===== config.mk =====
export PLATFORM = sky130hd
export DESIGN_NAME = wheel_speed_incremental_pi_unit
export DESIGN_NICKNAME = d
export VERILOG_FILES = /design/src/hdl/wsip_pkg.sv /design/src/hdl/wsip_front.sv /design/src/hdl/wsip_core.sv /design/src/hdl/wheel_speed_incremental_pi_unit.sv
export SDC_FILE = /design/constraint.sdc
export NUM_CORES = 2
export LEC_CHECK = 0
export ABC_AREA = 1
export BUFFER_PORTS_ARGS = -buffer_cell sky130_fd_sc_hd__buf_2
export CORE_UTILIZATION = 35
export CTS_CLUSTER_SIZE = 24
export DETAILED_ROUTE_END_ITERATION = 16
export GPL_TIMING_DRIVEN = 1
export SYNTH_ARGS = -nofsm -noshare
export SYNTH_HDL_FRONTEND = slang
export SYNTH_SLANG_ARGS = --single-unit

===== constraint.sdc =====
create_clock -name clk -period 22.5 [get_ports clk]
set_input_delay 6.75 -clock clk [delete_from_list [all_inputs] [get_ports clk]]
set_output_delay 6.75 -clock clk [all_outputs]
set_load 0.05 [all_outputs]

===== src/hdl/wsip_pkg.sv =====
package wsip_pkg;

  localparam int SAMPLES_PER_PERIOD = 8;
  localparam int SPP_SHIFT          = $clog2(SAMPLES_PER_PERIOD);

  localparam int COUNT_W = 16;
  localparam int SPEED_W = 13;
  localparam int ERR_W   = 14;
  localparam int DIFF_W  = ERR_W + 1;
  localparam int DRIVE_W = 17;
  localparam int GAIN_W  = 16;
  localparam int MIX_W   = 28;
  localparam int OLD_W   = 25;
  localparam int ACC_W   = 33;
  localparam int CFG_IDX_W  = 2;
  localparam int CFG_DATA_W = 16;

  localparam int SPEED_MAX   = 4095;
  localparam int SPEED_MIN   = -4096;
  localparam int DRIVE_LIMIT = 55705;

  localparam logic [14:0] W_NEW     = 15'd29491;
  localparam logic [11:0] W_OLD     = 12'd3277;
  localparam int          Q15_SHIFT = 15;
  localparam int          Q15_ONE   = 32768;

  typedef enum logic [CFG_IDX_W-1:0] {
    CFG_PROP_GAIN  = 2'd0,
    CFG_INTEG_GAIN = 2'd1
  } cfg_idx_t;

  typedef struct packed {
    logic [GAIN_W-1:0] prop;
    logic [GAIN_W-1:0] integ;
  } wsip_gains_t;

  typedef struct packed {
    logic signed [MIX_W-1:0]   new_term;
    logic signed [SPEED_W-1:0] target;
  } wsip_s1_t;

endpackage


===== src/hdl/wsip_front.sv =====
module wsip_front
  import wsip_pkg::*;
(
  input  logic                      clk,
  input  logic                      load,
  input  logic signed [COUNT_W-1:0] left_count_sum,
  input  logic signed [COUNT_W-1:0] right_count_sum,
  input  logic signed [SPEED_W-1:0] speed_goal,
  output wsip_s1_t                  s1_data_r
);

  localparam int CW1  = COUNT_W + 1;
  localparam int SUMW = CW1 + 1;
  localparam logic signed [SUMW-1:0] AVG_HI = SUMW'(SPEED_MAX);
  localparam logic signed [SUMW-1:0] AVG_LO = SUMW'(SPEED_MIN);

  logic signed [CW1-1:0]     l_bias, r_bias, l_q, r_q;
  logic signed [SUMW-1:0]    wheel_sum, sum_bias, half;
  logic signed [SPEED_W-1:0] avg;
  wsip_s1_t                  s1_data_nxt;

  // truncate toward zero: bias negatives before the arithmetic shift
  always_comb begin
    l_bias = CW1'(left_count_sum)
           + (left_count_sum[COUNT_W-1] ? CW1'(SAMPLES_PER_PERIOD - 1) : '0);
    r_bias = CW1'(right_count_sum)
           + (right_count_sum[COUNT_W-1] ? CW1'(SAMPLES_PER_PERIOD - 1) : '0);
    l_q = l_bias >>> SPP_SHIFT;
    r_q = r_bias >>> SPP_SHIFT;
    wheel_sum = SUMW'(l_q) + SUMW'(r_q);
    sum_bias  = wheel_sum + (wheel_sum[SUMW-1] ? SUMW'(1) : '0);
    half      = sum_bias >>> 1;
    if (half > AVG_HI) begin
      avg = SPEED_W'(SPEED_MAX);
    end else if (half < AVG_LO) begin
      avg = SPEED_W'(SPEED_MIN);
    end else begin
      avg = half[SPEED_W-1:0];
    end
    s1_data_nxt.new_term = MIX_W'(avg) * MIX_W'($signed({1'b0, W_NEW}));
    s1_data_nxt.target   = speed_goal;
  end

  always_ff @(posedge clk) begin
    if (load) begin
      s1_data_r <= s1_data_nxt;
    end
  end

endmodule


===== src/hdl/wsip_core.sv =====
module wsip_core
  import wsip_pkg::*;
(
  input  logic                      clk,
  input  logic                      rst_n,
  input  logic                      fire,
  input  wsip_s1_t                  s1_data,
  input  wsip_gains_t               gains,
  output logic signed [DRIVE_W-1:0] drive_r,
  output logic signed [SPEED_W-1:0] speed_r,
  output logic                      sat_r
);

  localparam logic signed [ACC_W-1:0] ACC_HI = ACC_W'(DRIVE_LIMIT);
  localparam logic signed [ACC_W-1:0] ACC_LO = -ACC_W'(DRIVE_LIMIT);

  // old_term_r holds W_OLD * filtered speed, so the filter needs no multiply here
  logic signed [OLD_W-1:0]   old_term_r, old_term_nxt;
  logic signed [ERR_W-1:0]   prev_err_r, err;
  logic signed [DRIVE_W-1:0] acc_r, acc_nxt;
  logic                      sat_nxt;
  logic signed [MIX_W-1:0]   mix, mix_bias, mix_sh;
  logic signed [SPEED_W-1:0] f;
  logic signed [DIFF_W-1:0]  diff;
  logic signed [ACC_W-1:0]   p_term, i_term, acc_sum;

  always_comb begin
    mix      = s1_data.new_term + MIX_W'(old_term_r);
    mix_bias = mix + (mix[MIX_W-1] ? MIX_W'(Q15_ONE - 1) : '0);
    mix_sh   = mix_bias >>> Q15_SHIFT;
    f        = mix_sh[SPEED_W-1:0];
    err      = ERR_W'(s1_data.target) - ERR_W'(f);
    diff     = DIFF_W'(err) - DIFF_W'(prev_err_r);
    p_term   = ACC_W'($signed({1'b0, gains.prop})) * ACC_W'(diff);
    i_term   = ACC_W'($signed({1'b0, gains.integ})) * ACC_W'(err);
    acc_sum  = ACC_W'(acc_r) + p_term + i_term;
    if (acc_sum > ACC_HI) begin
      acc_nxt = DRIVE_W'(DRIVE_LIMIT);
      sat_nxt = 1'b1;
    end else if (acc_sum < ACC_LO) begin
      acc_nxt = -DRIVE_W'(DRIVE_LIMIT);
      sat_nxt = 1'b1;
    end else begin
      acc_nxt = acc_sum[DRIVE_W-1:0];
      sat_nxt = 1'b0;
    end
    old_term_nxt = OLD_W'(f) * OLD_W'($signed({1'b0, W_OLD}));
  end

  always_ff @(posedge clk) begin
    if (!rst_n) begin
      old_term_r <= '0;
      prev_err_r <= '0;
      acc_r      <= '0;
    end else if (fire) begin
      old_term_r <= old_term_nxt;
      prev_err_r <= err;
      acc_r      <= acc_nxt;
    end
  end

  always_ff @(posedge clk) begin
    if (fire) begin
      drive_r <= acc_nxt;
      speed_r <= f;
      sat_r   <= sat_nxt;
    end
  end

endmodule


===== src/hdl/wheel_speed_incremental_pi_unit.sv =====
// channel  | handshake          | payload
// ---------+--------------------+------------------------------------------------
// in       | in_valid/in_ready  | left_count_sum, right_count_sum, speed_goal
// out      | out_valid/out_ready| drive_out, measured_speed, saturated
// cfg      | cfg_wr_en          | cfg_index, cfg_wdata (0 prop_gain, 1 integ_gain)
//
// Requests pass the stage 1, then stage 2 registers; one request per cycle with no stall.
// Stage 1 does wheel averaging and the new-sample filter product; stage 2 closes
// the filter and PI loop through the state registers.
// Reset (rst_n low, synchronous) clears gains, filter, error and drive state.
// A stalled output holds both stages; the input is still taken while stage 1 is empty.
module wheel_speed_incremental_pi_unit
  import wsip_pkg::*;
(
  input  logic                         clk,
  input  logic                         rst_n,
  input  logic                         cfg_wr_en,
  input  logic [CFG_IDX_W-1:0]         cfg_index,
  input  logic [CFG_DATA_W-1:0]        cfg_wdata,
  input  logic                         in_valid,
  output logic                         in_ready,
  input  logic signed [COUNT_W-1:0]    in_left_count_sum,
  input  logic signed [COUNT_W-1:0]    in_right_count_sum,
  input  logic signed [SPEED_W-1:0]    in_speed_goal,
  output logic                         out_valid,
  input  logic                         out_ready,
  output logic signed [DRIVE_W-1:0]    out_drive_out,
  output logic signed [SPEED_W-1:0]    out_measured_speed,
  output logic                         out_saturated
);

  wsip_gains_t gains_r;
  wsip_s1_t    s1_data;
  logic        s1_valid_r, s1_valid_nxt;
  logic        out_valid_r, out_valid_nxt;
  logic        advance, s1_load, fire;

  always_ff @(posedge clk) begin
    if (!rst_n) begin
      gains_r <= '0;
    end else if (cfg_wr_en) begin
      unique case (cfg_index)
        CFG_PROP_GAIN:  gains_r.prop  <= cfg_wdata[GAIN_W-1:0];
        CFG_INTEG_GAIN: gains_r.integ <= cfg_wdata[GAIN_W-1:0];
        default: ;
      endcase
    end
  end

  always_comb begin
    advance  = !out_valid_r || out_ready;
    in_ready = rst_n && (!s1_valid_r || advance);
    s1_load  = in_valid && in_ready;
    fire     = s1_valid_r && advance;

    if (s1_load) begin
      s1_valid_nxt = 1'b1;
    end else if (fire) begin
      s1_valid_nxt = 1'b0;
    end else begin
      s1_valid_nxt = s1_valid_r;
    end

    if (fire) begin
      out_valid_nxt = 1'b1;
    end else if (out_ready) begin
      out_valid_nxt = 1'b0;
    end else begin
      out_valid_nxt = out_valid_r;
    end
  end

  always_ff @(posedge clk) begin
    if (!rst_n) begin
      s1_valid_r  <= 1'b0;
      out_valid_r <= 1'b0;
    end else begin
      s1_valid_r  <= s1_valid_nxt;
      out_valid_r <= out_valid_nxt;
    end
  end

  assign out_valid = out_valid_r;

  wsip_front u_front (
    .clk             (clk),
    .load            (s1_load),
    .left_count_sum  (in_left_count_sum),
    .right_count_sum (in_right_count_sum),
    .speed_goal      (in_speed_goal),
    .s1_data_r       (s1_data)
  );

  wsip_core u_core (
    .clk     (clk),
    .rst_n   (rst_n),
    .fire    (fire),
    .s1_data (s1_data),
    .gains   (gains_r),
    .drive_r (out_drive_out),
    .speed_r (out_measured_speed),
    .sat_r   (out_saturated)
  );

`ifndef ASSERT_OFF
  a_drive_in_range: assert property (@(posedge clk) disable iff (!rst_n)
    out_valid_r |-> (out_drive_out <= DRIVE_W'(DRIVE_LIMIT)) &&
                    (out_drive_out >= -DRIVE_W'(DRIVE_LIMIT)))
    else $error("drive outside limit");

  a_sat_at_limit: assert property (@(posedge clk) disable iff (!rst_n)
    (out_valid_r && out_saturated) |->
      (out_drive_out == DRIVE_W'(DRIVE_LIMIT)) || (out_drive_out == -DRIVE_W'(DRIVE_LIMIT)))
    else $error("saturated flag without clamped drive");

  a_s1_holds_on_stall: assert property (@(posedge clk) disable iff (!rst_n)
    (s1_valid_r && out_valid_r && !out_ready) |=> s1_valid_r)
    else $error("stage 1 request lost during output stall");

  a_out_from_s1: assert property (@(posedge clk) disable iff (!rst_n)
    (!out_valid_r || out_ready) && !s1_valid_r |=> !out_valid_r)
    else $error("result without stage 1 request");
`endif

endmodule


==> metrics.yaml <==
finish:
  layout-drive-gt1-share_pct: 5.36
  seq_area_um2: 3960
  n_fill_cell: 10600
  nNetsFinal: 5715
  syn2layout_area_growth_pct: 6.97
  multi_input_area_um2: 27000
  n_antenna_cell: 0
clock_tree:
  cts_setup_buffers: 0
  cts_resized: 0
  cts-htree-levels: 4
  cts_tree: "done"
  cts.sinks: 162
  clockBufferDepth: 2
  numCtsBuffers: 17
  path_clk_slew_ns: 0.07
  ctsHoldBuffers: 0
  clock_latency_ns: 0.51
  cts-root-buf: "clkbuf_16"
die:
  fp.dieH_um: 321
  core_area_um2: 101000
  rows: 116
  fp.dieArea_um2: 103000
  die_w_um: 321
  ios: 101
  initial_utilization_pct: 35.4
timing:
  setup_tns_ns: 0
  clock.fmax_ghz: 0.0581
  fin_crit_ns: 17.21
  tightest_slew_ns: 1.02
  setup_viol: 0
  finalCritPeriodShare_pct: 76.5
  relSlewSlack_pct: 31.9
  slew_violations: 0
  rsz0062_at_grt: "no"
  hold_viol: 0
  fin_skew_ns: 0.0178
setup_path:
  critPathMaxStageDelay_ns: 0.58
  cp.required_ns: 22.76
  cpMostUsedCell: "nand2_1"
  cp_slowest_cell: "a21oi_1"
  worstPathArrival_ns: 17.47
  worstSetupPathType: "in2reg"
  cp-end-kind: "flop"
  crit_fanout: 12
  startpoint_type: "input pin"
drt:
  routed.top_layer: "met5"
  wl_mm: 99.7
  num_vias: 28600
  met2_length_mm: 46.4
  met3_length_mm: 4.52
  firstDrtPassIters: 5
  ant_nets: 0
  drc: 0
  avgRoutedWirePerCell_um: 16.6
  met1Wirelength_mm: 46.3
  viasPerCell: 4.77
  drtIter0Drc: 1715
global_routing:
  antenna_found_initial: 3
  grt_max_degree: 83
  track_usage_pct: 19.9
  overflow: 0
  grt_pass1_wl_mm: 159
  grt_pass1_vias: 28900
synth:
  synth_seq_cells: 162
  ys.flop_type: "dfxtp_1"
  synth-async-reset-ratio_pct: 0
  syn_area_um2: 35700
  yosysSeqAreaShare_pct: 11.1
  synthCells: 4594
  syn_nets: 5675
  ys_warn_count: 0
  synth_edf_count: 72
  synth_cell_types: 59
  synth_area_per_cell_um2: 7.76
placement:
  gp_congestion: 0.930
  place_hpwl_mm: 84.4
  port_buffers: 100
min_path:
  hold_class: "reg2reg"
run:
  maxCapViolCount: 0
status:
  status: "completed"
[synthesized netlist by cell type (12+ instances only)]
library cell | count | area share [%]
a21o_1 | 12 | 0.25
a21oi_1 | 221 | 3.1
a31oi_1 | 12 | 0.21
clkbuf_1 | 71 | 0.75
dfxtp_1 | 90 | 5.1
edfxtp_1 | 72 | 6.1
fa_1 | 515 | 29
ha_1 | 498 | 17
inv_1 | 1134 | 12
inv_2 | 12 | 0.13
nand2_1 | 892 | 9.4
nand2_2 | 27 | 0.47
nand3_1 | 151 | 2.1
nand4_1 | 35 | 0.61
nor2_1 | 371 | 3.9
nor3_1 | 24 | 0.34
o21ai_0 | 149 | 2.1
o21bai_1 | 13 | 0.27
or2_2 | 16 | 0.28
xnor2_1 | 55 | 1.4
xor2_1 | 101 | 2.5
[placed cells by master, fill, tap and decap left out, types with 13 or more instances in the layout]
master and n:
inv_1 1134, nand2_1 891, fa_1 515, ha_1 498, nor2_1 370, a21oi_1 221
nand3_1 151, o21ai_0 149, xor2_1 101, buf_2 100, dfxtp_1 90, edfxtp_1 72
xnor2_1 55, nand4_1 35, nand2_2 28, nor3_1 24, clkbuf_16 17, or2_2 16
o21bai_1 13
[cell families after synthesis]
family,synth area share [%]
adder cells (fa/ha/maj),46.4
XOR/XNOR,3.83
flip-flops,11.1
AND/OR/NAND/NOR,18.6
buffers and inverters,13.3
AO/OA/AOI/OAI,6.80
[worst max-delay path, delay by kind of cell]
kind,cells,cell delay (ns)
simple gates,32,3.86
buf+inv,10,0.76
compound gates,12,2.29
fa+ha+maj,9,3.47
xor+xnor,2,0.32
[stage by stage]
stage | cells | utilization [%] | hold slack [ns] | instance area [um2] | setup slack, ns
floorplan | 4594 | - | 0.451 | 35700 | 6.13
global placement | 5972 | 37.3 | 0.468 | 37600 | 4.80
detailed placement | 5972 | 37.3 | 0.474 | 37600 | 4.74
CTS | 6004 | 37.9 | 0.488 | 38100 | 5.27
global route | 6004 | 37.9 | 0.539 | 38100 | 3.94
finish | 6004 | 37.9 | 0.491 | 38100 | 5.29
[routing by layer]
layer / vias to the layer above / track usage (%)
met5: - / 0
met4: 4 / 5.49
met1: 13800 / 27.1
met3: 109 / 2.49
li1: 14100 / -
met2: 651 / 32.9
[final cells by class]
cell class	instances	area share (%)
multi-input cells	3188	70.7
clock inverters	14	0.374
repair buffers	112	1.55
well taps	1357	4.45
clock buffers	18	1.15
inverters	1153	11.4
flip-flops and latches	162	10.4
[flip-flops by register name, indices dropped and copies added, names as in the netlist]
name               cells
s1_valid_r             1
out_valid              1
u_front.s1_data_r     41
u_core.acc_r          17
u_core.drive_r        17
u_core.sat_r           1
u_core.prev_err_r     14
gains_r               32
u_core.old_term_r     25
u_core.speed_r        13
[path summary, 6_finish.rpt]
kind,startpoint,endpoint,slack (ns),cells after the start
setup / recovery,in_left_count_sum[15],u_front.s1_data_r[40]$_DFFE_PP_,5.29,65
hold / removal,s1_valid_r$_SDFFE_PN0P_,out_valid$_SDFFE_PN0P_,0.49,2
hold reg to reg,s1_valid_r$_SDFFE_PN0P_,out_valid$_SDFFE_PN0P_,0.49,2
setup reg to reg,u_front.s1_data_r[31]$_DFFE_PP_,u_core.acc_r[14]$_SDFFE_PN0P_,5.60,73
Power is left out: the tool's default activity adds up to more than one toggle a clock period on the data nets, which glitch-free logic cannot reach.
